`src/hdl/vp3th_pkg.sv`:
```
package vp3th_pkg;

  localparam int FifoDepth = 4;
  localparam int PtrW = $clog2(FifoDepth);
  localparam int CountW = $clog2(FifoDepth + 1);
  localparam int SumW = CountW + 1;

  localparam logic [4:0] GranuleShiftReset = 5'd15;
  localparam logic [31:0] FrameCounterReset = 32'd1;

  typedef enum logic [1:0] {
    HDR_START,
    HDR_SKIP,
    HDR_TAIL,
    HDR_BODY
  } hdr_pos_t;

  typedef struct packed {
    logic [7:0]  first_byte;
    logic [7:0]  second_byte;
    logic        ends_packet;
    logic [31:0] key_index;
    logic [31:0] since_key;
    logic [4:0]  shift;
    logic [31:0] frame_number;
    logic        eos;
  } stage_t;

  typedef struct packed {
    logic [7:0]  out_byte;
    logic        packet_last;
    logic [62:0] granule_pos;
    logic [31:0] packet_number;
    logic        end_of_stream;
  } result_t;

endpackage

```
`src/hdl/vp3th_realign.sv`:
```
module vp3th_realign import vp3th_pkg::*; (
  input  logic        clk,
  input  logic        rst,
  input  logic        accept,
  input  logic [7:0]  in_byte,
  input  logic        key_flag,
  input  logic        frame_last,
  input  logic        stream_end,
  input  logic [4:0]  granule_shift,
  output logic [1:0]  result_count,
  output stage_t      stage
);

  hdr_pos_t    hdr;
  logic [6:0]  residue;
  logic [2:0]  residue_count;
  logic [31:0] frame_counter;
  logic [31:0] frames_since_key;
  logic        first_pending;

  hdr_pos_t    hdr_next;
  logic [15:0] push_val;
  logic [3:0]  push_n;
  logic [15:0] combined;
  logic [3:0]  cnt;
  logic [2:0]  rest;
  logic        drain;
  logic [15:0] drain_shift;
  logic [6:0]  rest_mask;
  logic [6:0]  residue_next;
  logic        pad3;
  logic        flush;
  logic [15:0] flush_shift;
  logic [7:0]  flush_byte;
  logic [1:0]  count_next;
  logic [31:0] fsk_next;
  logic [31:0] fc_next;
  stage_t      stage_next;

  always_comb begin
    unique case (hdr)
      HDR_START: begin
        push_val = {7'b0, 1'b0, in_byte[7], in_byte[5:0], 1'b0};
        push_n   = 4'd9;
        hdr_next = in_byte[7] ? HDR_BODY : HDR_SKIP;
      end
      HDR_SKIP: begin
        push_val = 16'd0;
        push_n   = 4'd0;
        hdr_next = HDR_TAIL;
      end
      HDR_TAIL: begin
        push_val = {13'b0, in_byte[2:0]};
        push_n   = 4'd3;
        hdr_next = HDR_BODY;
      end
      default: begin
        push_val = {8'b0, in_byte};
        push_n   = 4'd8;
        hdr_next = HDR_BODY;
      end
    endcase

    combined     = ({9'b0, residue} << push_n) | push_val;
    cnt          = {1'b0, residue_count} + push_n;
    drain        = cnt[3];
    rest         = cnt[2:0];
    drain_shift  = combined >> rest;
    rest_mask    = (7'd1 << rest) - 7'd1;
    residue_next = combined[6:0] & rest_mask;

    pad3        = (hdr_next == HDR_SKIP) || (hdr_next == HDR_TAIL);
    flush       = frame_last && ((rest != 3'd0) || pad3);
    flush_shift = {9'b0, residue_next} << (4'd8 - {1'b0, rest});
    flush_byte  = flush_shift[7:0];
    count_next  = {1'b0, drain} + {1'b0, flush};

    if (hdr == HDR_START) begin
      fsk_next = (first_pending || key_flag) ? 32'd1 : frames_since_key + 32'd1;
    end else begin
      fsk_next = frames_since_key;
    end
    fc_next = frame_last ? frame_counter + 32'd1 : frame_counter;

    stage_next.first_byte   = drain ? drain_shift[7:0] : flush_byte;
    stage_next.second_byte  = flush_byte;
    stage_next.ends_packet  = frame_last;
    stage_next.key_index    = fc_next - fsk_next - 32'd1;
    stage_next.since_key    = fsk_next - 32'd1;
    stage_next.shift        = granule_shift;
    stage_next.frame_number = fc_next;
    stage_next.eos          = stream_end;
  end

  always_ff @(posedge clk) begin
    if (rst) begin
      hdr              <= HDR_START;
      residue          <= '0;
      residue_count    <= '0;
      frame_counter    <= FrameCounterReset;
      frames_since_key <= '0;
      first_pending    <= 1'b1;
      result_count     <= '0;
    end else begin
      result_count <= accept ? count_next : 2'd0;
      if (accept) begin
        frame_counter    <= fc_next;
        frames_since_key <= fsk_next;
        if (hdr == HDR_START) begin
          first_pending <= 1'b0;
        end
        if (frame_last) begin
          hdr           <= HDR_START;
          residue       <= '0;
          residue_count <= '0;
        end else begin
          hdr           <= hdr_next;
          residue       <= residue_next;
          residue_count <= rest;
        end
      end
    end
  end

  always_ff @(posedge clk) begin
    if (accept) begin
      stage <= stage_next;
    end
  end

endmodule

```
`src/hdl/vp3th_granule.sv`:
```
module vp3th_granule import vp3th_pkg::*; (
  input  logic [1:0] result_count,
  input  stage_t     stage,
  output result_t    wr_first,
  output result_t    wr_second
);

  logic [63:0] granule;
  logic        first_last;

  always_comb begin
    granule    = ({32'b0, stage.key_index} << stage.shift) + {32'b0, stage.since_key};
    first_last = stage.ends_packet && (result_count == 2'd1);

    wr_first.out_byte      = stage.first_byte;
    wr_first.packet_last   = first_last;
    wr_first.granule_pos   = first_last ? granule[62:0] : 63'd0;
    wr_first.packet_number = first_last ? stage.frame_number : 32'd0;
    wr_first.end_of_stream = first_last && stage.eos;

    wr_second.out_byte      = stage.second_byte;
    wr_second.packet_last   = stage.ends_packet;
    wr_second.granule_pos   = stage.ends_packet ? granule[62:0] : 63'd0;
    wr_second.packet_number = stage.ends_packet ? stage.frame_number : 32'd0;
    wr_second.end_of_stream = stage.ends_packet && stage.eos;
  end

endmodule

```
`src/hdl/vp3th_out_fifo.sv`:
```
module vp3th_out_fifo import vp3th_pkg::*; (
  input  logic              clk,
  input  logic              rst,
  input  logic [1:0]        wr_count,
  input  result_t           wr_first,
  input  result_t           wr_second,
  input  logic              pop,
  output logic              rd_valid,
  output result_t           rd_data,
  output logic [CountW-1:0] count
);

  result_t         entries [FifoDepth];
  logic [PtrW-1:0] wr_ptr;
  logic [PtrW-1:0] rd_ptr;

  assign rd_valid = (count != '0);
  assign rd_data  = entries[rd_ptr];

  always_ff @(posedge clk) begin
    if (rst) begin
      wr_ptr <= '0;
      rd_ptr <= '0;
      count  <= '0;
    end else begin
      wr_ptr <= wr_ptr + PtrW'(wr_count);
      rd_ptr <= rd_ptr + PtrW'(pop);
      count  <= count + CountW'(wr_count) - CountW'(pop);
    end
  end

  always_ff @(posedge clk) begin
    if (wr_count != 2'd0) begin
      entries[wr_ptr] <= wr_first;
    end
    if (wr_count[1]) begin
      entries[wr_ptr + PtrW'(1)] <= wr_second;
    end
  end

endmodule

```
`src/hdl/vp3_to_theora_frame_rewriter_top.sv`:
```
// Rewrites a VP3 frame, fed one byte per transaction MSB first, into Theora
// packet bytes. One input byte is taken per clock cycle unless in_ready holds
// the input off; each byte yields zero, one or two output bytes, which are
// registered in the realignment stage, pass the combinational granule stage
// and are written into a four-entry output queue. A frame's last byte always
// yields at least one output byte, carrying packet_last with granule_pos,
// packet_number and end_of_stream; those three fields read zero on every other
// byte. The input is held off whenever the output queue plus the granule stage
// could not absorb two more bytes, so the output side, at one byte per cycle
// while out_ready is high, sets the sustained rate when realignment produces
// extra bytes. granule_shift is written on the configuration channel, always
// ready, and must only change between frames while no bytes are in flight.
module vp3_to_theora_frame_rewriter_top import vp3th_pkg::*; (
  input  logic        clk,
  input  logic        rst,
  input  logic        cfg_valid,
  output logic        cfg_ready,
  input  logic [4:0]  cfg_data,
  input  logic        in_valid,
  output logic        in_ready,
  input  logic [7:0]  in_byte,
  input  logic        key_flag,
  input  logic        frame_last,
  input  logic        stream_end,
  output logic        out_valid,
  input  logic        out_ready,
  output logic [7:0]  out_byte,
  output logic        packet_last,
  output logic [62:0] granule_pos,
  output logic [31:0] packet_number,
  output logic        end_of_stream
);

  logic [4:0]        granule_shift;
  logic              accept;
  logic [1:0]        stage_count;
  stage_t            stage;
  result_t           wr_first;
  result_t           wr_second;
  result_t           rd_data;
  logic [CountW-1:0] fifo_count;
  logic [SumW-1:0]   pending;

  assign cfg_ready = 1'b1;
  assign pending   = {1'b0, fifo_count} + SumW'(stage_count);
  assign in_ready  = (pending <= SumW'(FifoDepth - 2));
  assign accept    = in_valid && in_ready;

  always_ff @(posedge clk) begin
    if (rst) begin
      granule_shift <= GranuleShiftReset;
    end else if (cfg_valid && cfg_ready) begin
      granule_shift <= cfg_data;
    end
  end

  vp3th_realign u_realign (
    .clk           (clk),
    .rst           (rst),
    .accept        (accept),
    .in_byte       (in_byte),
    .key_flag      (key_flag),
    .frame_last    (frame_last),
    .stream_end    (stream_end),
    .granule_shift (granule_shift),
    .result_count  (stage_count),
    .stage         (stage)
  );

  vp3th_granule u_granule (
    .result_count (stage_count),
    .stage        (stage),
    .wr_first     (wr_first),
    .wr_second    (wr_second)
  );

  vp3th_out_fifo u_out_fifo (
    .clk       (clk),
    .rst       (rst),
    .wr_count  (stage_count),
    .wr_first  (wr_first),
    .wr_second (wr_second),
    .pop       (out_valid && out_ready),
    .rd_valid  (out_valid),
    .rd_data   (rd_data),
    .count     (fifo_count)
  );

  assign out_byte      = rd_data.out_byte;
  assign packet_last   = rd_data.packet_last;
  assign granule_pos   = rd_data.granule_pos;
  assign packet_number = rd_data.packet_number;
  assign end_of_stream = rd_data.end_of_stream;

  assert property (@(posedge clk) disable iff (rst)
    pending <= SumW'(FifoDepth))
    else $error("output queue overrun");

  assert property (@(posedge clk) disable iff (rst)
    accept && frame_last |=> stage_count != 2'd0)
    else $error("frame end produced no output byte");

  assert property (@(posedge clk) disable iff (rst)
    out_valid && !packet_last |-> granule_pos == 63'd0 && packet_number == 32'd0
      && !end_of_stream)
    else $error("frame fields set on a byte that does not end the packet");

endmodule

```
`config.mk`:
```
export PLATFORM = sky130hd
export DESIGN_NAME = vp3_to_theora_frame_rewriter_top
export DESIGN_NICKNAME = d
export VERILOG_FILES = /design/src/hdl/vp3th_pkg.sv /design/src/hdl/vp3th_realign.sv /design/src/hdl/vp3th_granule.sv /design/src/hdl/vp3th_out_fifo.sv /design/src/hdl/vp3_to_theora_frame_rewriter_top.sv
export SDC_FILE = /design/constraint.sdc
export NUM_CORES = 1
export LEC_CHECK = 0
export ABC_CLOCK_PERIOD_IN_PS = 9000
export BUFFER_PORTS_ARGS = -buffer_cell sky130_fd_sc_hd__buf_4
export CAP_MARGIN = 25
export CORE_ASPECT_RATIO = 1.2
export CORE_MARGIN = 3
export CORE_UTILIZATION = 35
export DETAILED_ROUTE_END_ITERATION = 10
export SETUP_SLACK_MARGIN = 0.4
export SYNTH_ARGS = -nofsm -noshare
export SYNTH_HDL_FRONTEND = slang
export SYNTH_HIERARCHICAL = 1
export SYNTH_SLANG_ARGS = --single-unit
```
`constraint.sdc`:
```
create_clock -name clk -period 9 [get_ports clk]
set_clock_uncertainty 0.15 [all_clocks]
set_input_delay 1.35 -clock clk [delete_from_list [all_inputs] [get_ports clk]]
set_output_delay 1.35 -clock clk [all_outputs]
set_load 0.05 [all_outputs]
```
[After elaboration in Yosys (flattened, before gate mapping)]
Memory sizes are Yosys's and may differ from the RTL's. A register that Yosys moved wholly into a read port is not among the register bits.
Cells that the tools add are included.
Operators by class
  $add $sub $neg: 16
  magnitude comparators: 1
  eq/ne operators: 5
  shift-type cells: 5
  muxes and demuxes: 20
  bitwise logic cells: 3
  reduce and logical (&&, ||, !) cells: 15
Operator list (number)
  32-bit two-way mux: 5
  63-bit two-way mux: 2
  32-bit by 1-bit adder with 32-bit output, second input constant: 2
  32-bit by 1-bit subtractor with 32-bit output, second input constant: 2
  63-bit by 32-bit adder with 63-bit output: 1
  32-bit by 5-bit left shift with 63-bit output: 1
  32-bit subtractor: 1
  8-bit case mux with 3 select lines: 1
  16-bit by 8-bit bitwise OR with 16-bit output: 1
  7-bit by 4-bit left shift with 16-bit output: 1
  16-bit by 3-bit >> shifter with 8-bit output: 1
  4-bit case mux with 3 select lines: 1
  8-bit two-way mux: 1
  7-bit by 4-bit left shift with 8-bit output: 1
  7-bit AND: 1
  7-bit two-way mux: 1
  1-bit by 3-bit left shift with 7-bit output, first input constant: 1
  7-bit by 1-bit subtractor with 7-bit output, second input constant: 1
  2-bit by 1-bit equality test with 1-bit output, second input constant: 3
  1-bit logical AND: 6
  2-bit two-way mux: 3
  3-bit nonzero test: 2
  3-bit by 2-bit adder with 4-bit output: 1
  3-bit by 4-bit adder with 4-bit output: 1
  18 further kinds: 24
Word-level totals
  register bits: 210
  bits in writable memories: 420
  input bits: 21
  output and inout port bits: 108
  memories kept: 1
Memory list
  u_out_fifo.entries: words 4, bits a word 105, rd ports 1, clocked after memory_dff 1, write ports 2, RTL line vp3th_out_fifo.sv:13  | result_t entries [FifoDepth];

[Depth between registers and ports, before layout]
  depth after elaboration: 8
  gate-level depth with buffers: 25
  mapped depth without buffers: 19

[Cells and area by module]
The synthesis kept the hierarchy.
Modules (own cells, without submodules)
  vp3th_out_fifo: times used 1, cells each 1057, area an instance 20566.0 sq um
  vp3th_realign: times used 1, cells each 1254, area an instance 11955.2 sq um
  vp3th_granule: times used 1, cells each 966, area an instance 6736.5 sq um
  vp3_to_theora_frame_rewriter_top: times used 1, cells each 28, area an instance 305.3 sq um

[Worst setup path after synthesis]
OpenSTA, ideal clock, no wires.
  path type: reg2reg
  start point: register u_realign.result_count[1]
  end point: memory u_out_fifo/entries[0][0] in the netlist's numbering, enable pin
  library setup time: 0.723 ns
  arrival: 8.321 ns
  required time: 8.127 ns
  setup slack: -0.194 ns
  stages on the path, launching flop included: 4
  cell sequence: dfxtp_1 > buf_4 > nor2_1 > o31ai_1
RTL lines
  from (decl): RTL line vp3th_realign.sv:10  | output logic [1:0] result_count,
  from (signal assigned): RTL line vp3th_realign.sv:105  | result_count <= accept ? count_next : 2'd0;
  to (decl): RTL line vp3th_out_fifo.sv:13

==> report_table.html <==
<table>
<tr><th>Metric</th><th>Value</th></tr>
<tr><th colspan="2">Final layout</th></tr>
<tr><td>Final-stage net count</td><td>between 3000 and 4000</td></tr>
<tr><td>Fill cell count</td><td>10755</td></tr>
<tr><td>Relative area change from synthesis to final layout</td><td>10.79%</td></tr>
<tr><td>Fraction of final layout cells with drive strength greater than 1</td><td>24.82%</td></tr>
<tr><td>Storage element area</td><td>18010 um^2</td></tr>
<tr><td>Count of placed standard cells in the final layout, fillers left out</td><td>4869</td></tr>
<tr><td>Multi-input gate area</td><td>roughly 20000 um^2</td></tr>
<tr><td>Most common library cell in the layout ignoring fill and taps</td><td>sky130_fd_sc_hd__edfxtp_1</td></tr>
<tr><td>Most used cells in the layout excluding fill and tap cells</td><td>539 x sky130_fd_sc_hd__edfxtp_1, 388 x sky130_fd_sc_hd__mux2_2, 242 x sky130_fd_sc_hd__nor2_1</td></tr>
<tr><td>Final standard cell area without fillers</td><td>approximately 44000 um^2</td></tr>
<tr><th colspan="2">Timing</th></tr>
<tr><td>Final period util</td><td>between 70% and 80%</td></tr>
<tr><td>Post-layout min period</td><td>approximately 6500 ps</td></tr>
<tr><td>Worst hold margin</td><td>274.5 ps</td></tr>
<tr><td>Maximum operating frequency</td><td>roughly 0.15 GHz</td></tr>
<tr><td>Transition time at the pin with the least slew margin</td><td>1060 ps</td></tr>
<tr><td>Post-Route Setup TNS</td><td>0 ps</td></tr>
<tr><td>Unrepaired setup endpoints after global routing</td><td>no</td></tr>
<tr><td>Final Setup Violations</td><td>0</td></tr>
<tr><td>Number of max-slew violations in the final report</td><td>0</td></tr>
<tr><td>Max_slew headroom</td><td>just under 30%</td></tr>
<tr><td>Final Hold Fails</td><td>0</td></tr>
<tr><th colspan="2">Synth</th></tr>
<tr><td>Yosys Warn Count</td><td>6</td></tr>
<tr><td>Number of distinct library cell variants in the gate-level netlist after synthesis</td><td>about 110</td></tr>
<tr><td>Adder-Cell Fraction of Synth Area</td><td>under 10%</td></tr>
<tr><td>Average footprint of a synthesized cell</td><td>between 10 and 15 um^2</td></tr>
<tr><td>Number of enable flip-flop cells after synthesis</td><td>about 540</td></tr>
<tr><td>Top cell type's share of synthesized area</td><td>between 40% and 50%</td></tr>
<tr><td>Area share of and/or/nand/nor cells after synthesis</td><td>12.52%</td></tr>
<tr><td>Share of the yosys chip area belonging to registers</td><td>a little under half</td></tr>
<tr><td>Count of mapped cells out of synthesis</td><td>3305</td></tr>
<tr><td>Most used DFF post-synth</td><td>sky130_fd_sc_hd__edfxtp_1</td></tr>
<tr><td>Share of the synthesized area in compound gates (AO/OA/AOI/OAI)</td><td>around 8.6%</td></tr>
<tr><td>Top cells by area in the synthesized netlist</td><td>sky130_fd_sc_hd__edfxtp_1 41%, sky130_fd_sc_hd__mux2_2 11%, sky130_fd_sc_hd__mux4_2 7.0%, sky130_fd_sc_hd__dfxtp_1 4.6%, sky130_fd_sc_hd__and2_1 2.8%</td></tr>
<tr><td>Combinational family with the most area after synthesis</td><td>multiplexers</td></tr>
<tr><td>Area share of xor/xnor cells in the synthesized design</td><td>~4.5%</td></tr>
<tr><td>Post-synthesis sequential element count</td><td>630</td></tr>
<tr><td>Library cell occupying the most area in the post-synthesis netlist</td><td>sky130_fd_sc_hd__edfxtp_1</td></tr>
<tr><td>Area of the mapped netlist</td><td>around 40000 um^2</td></tr>
<tr><td>Multiplexer share of the synthesized area</td><td>~22%</td></tr>
<tr><td>Post-synthesis async set-or-reset flop share</td><td>0%</td></tr>
<tr><td>Synthesized net count</td><td>about 3400</td></tr>
<tr><th colspan="2">Detailed routing</th></tr>
<tr><td>Detailed-routing iteration count for the pre-antenna-repair pass</td><td>7</td></tr>
<tr><td>Initial DRC Count</td><td>approximately 1700</td></tr>
<tr><td>Aggregate routed wire length</td><td>around 100000 um</td></tr>
<tr><td>Remaining DRCs</td><td>0</td></tr>
<tr><td>Average wire per standard cell</td><td>between 20 and 25 um</td></tr>
<tr><td>Number of routed nets with antenna violations</td><td>0</td></tr>
<tr><td>Routed vias</td><td>around 27000</td></tr>
<tr><td>Detailed-route vias per instance</td><td>~5.5</td></tr>
<tr><th colspan="2">Clocking</th></tr>
<tr><td>Clock tree root driver cell</td><td>sky130_fd_sc_hd__clkbuf_16</td></tr>
<tr><td>Clock buffer depth</td><td>3</td></tr>
<tr><td>Number of buffers added to fix hold violations after cts</td><td>0</td></tr>
<tr><td>Num CTS Buffers</td><td>67</td></tr>
<tr><td>Num Clock Sinks</td><td>630</td></tr>
<tr><td>Post_cts resized</td><td>0</td></tr>
<tr><td>Clock tree from TritonCTS</td><td>done</td></tr>
<tr><td>Buffer count from post-CTS setup fixing</td><td>0</td></tr>
<tr><td>Max H-tree Level</td><td>3</td></tr>
<tr><td>Skew-Pair Late Insertion Delay</td><td>~670 ps</td></tr>
<tr><td>CTS clock-pin slew for the worst setup and hold paths</td><td>60 ps</td></tr>
<tr><th colspan="2">Setup path</th></tr>
<tr><td>Launching element type of the critical path</td><td>flop</td></tr>
<tr><td>Startpoint of the lowest-slack register-to-register path</td><td>u_realign/stage[33]</td></tr>
<tr><td>Crit path max fanout</td><td>35</td></tr>
<tr><td>WP data required</td><td>around 9300 ps</td></tr>
<tr><td>Crit Path Class</td><td>reg -&gt; reg</td></tr>
<tr><td>Delay of the slowest cell on the worst path</td><td>between 700 and 800 ps</td></tr>
<tr><td>Data arrival at the endpoint of the critical path</td><td>around 6700 ps</td></tr>
<tr><td>Reg-to-reg setup timing slack</td><td>approximately 2500 ps</td></tr>
<tr><td>Slowest cell on crit path</td><td>sky130_fd_sc_hd__edfxtp_1</td></tr>
<tr><td>Chain of cells forming the critical path</td><td>buf_4 &gt; mux4_1 &gt; a22o_1 &gt; a221oi_1 &gt; mux2i_1 &gt; ha_1 &gt; nand3_1 &gt; nor2_1 &gt; o2111ai_1 &gt; a2111oi_4 &gt; nand4_2 &gt; nor3_1 &gt; xor2_1 &gt; nor2b_1 &gt; mux2_1</td></tr>
<tr><td>Launching element of the worst setup path</td><td>u_realign/stage[33]</td></tr>
<tr><td>Critical path endpoint category</td><td>flop</td></tr>
<tr><th colspan="2">Power</th></tr>
<tr><td>Pwr Density</td><td>about 280 nW/um^2</td></tr>
<tr><td>Part of the power in the clock network</td><td>22.5%</td></tr>
<tr><td>Pwr Total</td><td>12.42 mW</td></tr>
<tr><td>Power Internal</td><td>between 7 and 8 mW</td></tr>
<tr><td>Combinational fraction of design power</td><td>~45%</td></tr>
<tr><td>Switching Share</td><td>between 40% and 50%</td></tr>
<tr><td>Leakage dissipation</td><td>roughly 16 nW</td></tr>
<tr><td>Sequential share of power</td><td>between 30 and 40%</td></tr>
<tr><td>Worst voltage drop across the vdd grid</td><td>~0.16 mV</td></tr>
<tr><td>Net switching power figure</td><td>a little over 5 mW</td></tr>
<tr><th colspan="2">Placed design</th></tr>
<tr><td>Number of port buffers</td><td>around 130</td></tr>
<tr><td>Cell Count Post-Placement</td><td>approximately 4700</td></tr>
<tr><td>Post-DP Area</td><td>roughly 42000 um^2</td></tr>
<tr><td>Post-DP HPWL</td><td>about 70000 um</td></tr>
<tr><td>RePlAce Congestion</td><td>slightly above 0.9</td></tr>
<tr><th colspan="2">Floorplanning</th></tr>
<tr><td>Number of ports placed on the die boundary</td><td>129</td></tr>
<tr><td>Vertical die dimension</td><td>374.3 um</td></tr>
<tr><td>Starting Density</td><td>a little over a third</td></tr>
<tr><td>Die footprint</td><td>~120000 um^2</td></tr>
<tr><td>Core area</td><td>111700 um^2</td></tr>
<tr><td>Placement row count</td><td>134</td></tr>
<tr><td>Die X</td><td>312.9 um</td></tr>
<tr><th colspan="2">Global route</th></tr>
<tr><td>Congestion Overflow GR</td><td>0</td></tr>
<tr><td>Overall global routing resource usage</td><td>~17%</td></tr>
<tr><td>First-pass GRT wire length</td><td>about 160000 um</td></tr>
<tr><td>Via count of the first global-routing pass</td><td>between 20000 and 30000</td></tr>
<tr><td>Maximum number of pins on one net before global-route repair</td><td>just over 70</td></tr>
<tr><td>Antenna violations before repair</td><td>3</td></tr>
<tr><th colspan="2">Run</th></tr>
<tr><td>Reported max-cap violation count</td><td>0</td></tr>
<tr><th colspan="2">Worst hold path</th></tr>
<tr><td>Class of the most critical hold timing path</td><td>reg -&gt; reg</td></tr>
<tr><td>Critical hold path startpoint</td><td>granule_shift[2]</td></tr>
<tr><th colspan="2">Run status</th></tr>
<tr><td>Outcome</td><td>finished clean</td></tr>
</table>
## routing by layer
| layer | track usage (%) | share of wire (%) | wire, um | vias up |
|---|---|---|---|---|
| li1 | - | - | - | 12512 |
| met1 | 21.99 | 42 | 44290 | 13330 |
| met2 | 31.25 | 52 | 54120 | 570 |
| met3 | 2.072 | 3.7 | 3842 | 136 |
| met4 | 5.377 | 2.5 | 2628 | 4 |
| met5 | 0 | 0.035 | 37 | - |
## kinds of logic after synthesis
family	after synthesis
and+or+nand+nor	952
xor gates and xnor gates	194
other	1
buffers and inverters	294
AOI/OAI and AO/OA	493
muxes	653
DFF	630
adders and majority gates	88
## power by group through the flow
stage               Combinational [mW]  Clock (mW)  Sequential, mW
finish                            5.60        2.80            4.03
global route                      6.02        2.99            4.08
CTS                               5.64        2.88            4.03
detailed placement                5.61           0            4.09
global placement                  5.60           0            4.08
floorplan                         4.22           0            3.92
## per-stage QoR
stage	util, %	setup WS [ps]
global route	39.25	2158
floorplan	-	2519
finish	39.25	2518
CTS	39.25	2607
detailed placement	37.25	2610
global placement	37.23	2796
## worst max-delay path, delay by kind of cell (launching register included)
kind,cells,cell delay [ps]
and+or+nand+nor,5,1200
adders and majority gates,1,460
DFF,1,770
buffers and inverters,1,570
muxes,3,1210
AOI/OAI and AO/OA,4,1630
xor gates and xnor gates,1,220
## layout make-up
cell class                      instances  share of cell area, %
Timing Repair Buffer                  171                  3.003
Tap cell                             1496                  4.270
Sequential cell                       630                  41.10
Inverter                               66                 0.5681
Clock buffer                           91                  4.145
Clock inverter                         33                 0.9534
Multi-Input combinational cell       2381                  45.96
Antenna cell                            1               0.005709
## flip-flops by register name (all words and copies together), names as in the netlist
| name | flops |
|---|---|
| u_realign/hdr | 2 |
| u_realign/result_count | 2 |
| u_realign/residue | 7 |
| u_realign/frame_counter | 32 |
| u_realign/residue_count | 3 |
| u_out_fifo/rd_ptr | 2 |
| u_realign/first_pending | 1 |
| u_realign/frames_since_key | 32 |
| granule_shift | 5 |
| u_realign/stage | 119 |
| u_out_fifo/entries | 420 |
| u_out_fifo/wr_ptr | 2 |
| u_out_fifo/count | 3 |
## synth_stat cells, types with 78 or more instances
library cell               number
sky130_fd_sc_hd__o21ai_0       86
sky130_fd_sc_hd__clkbuf_1      93
sky130_fd_sc_hd__ha_1          84
sky130_fd_sc_hd__xor2_1        87
sky130_fd_sc_hd__and2_1       177
sky130_fd_sc_hd__nor2_1       243
sky130_fd_sc_hd__edfxtp_1     539
sky130_fd_sc_hd__a21oi_1      121
sky130_fd_sc_hd__nand3_1       79
sky130_fd_sc_hd__mux2i_1       78
sky130_fd_sc_hd__dfxtp_1       91
sky130_fd_sc_hd__xnor2_1      102
sky130_fd_sc_hd__nand2_1      203
sky130_fd_sc_hd__mux4_2       123
sky130_fd_sc_hd__mux2_2       388
## path summary, 6_finish.rpt
check	endpoint	depth (start not counted)
setup / recovery	u_out_fifo/entries[1][88]	15
hold / removal	u_realign/stage[35]	0
setup reg to reg	u_out_fifo/entries[1][88]	15
hold reg to reg	u_realign/stage[35]	0
(Power assumes the default switching activity.)
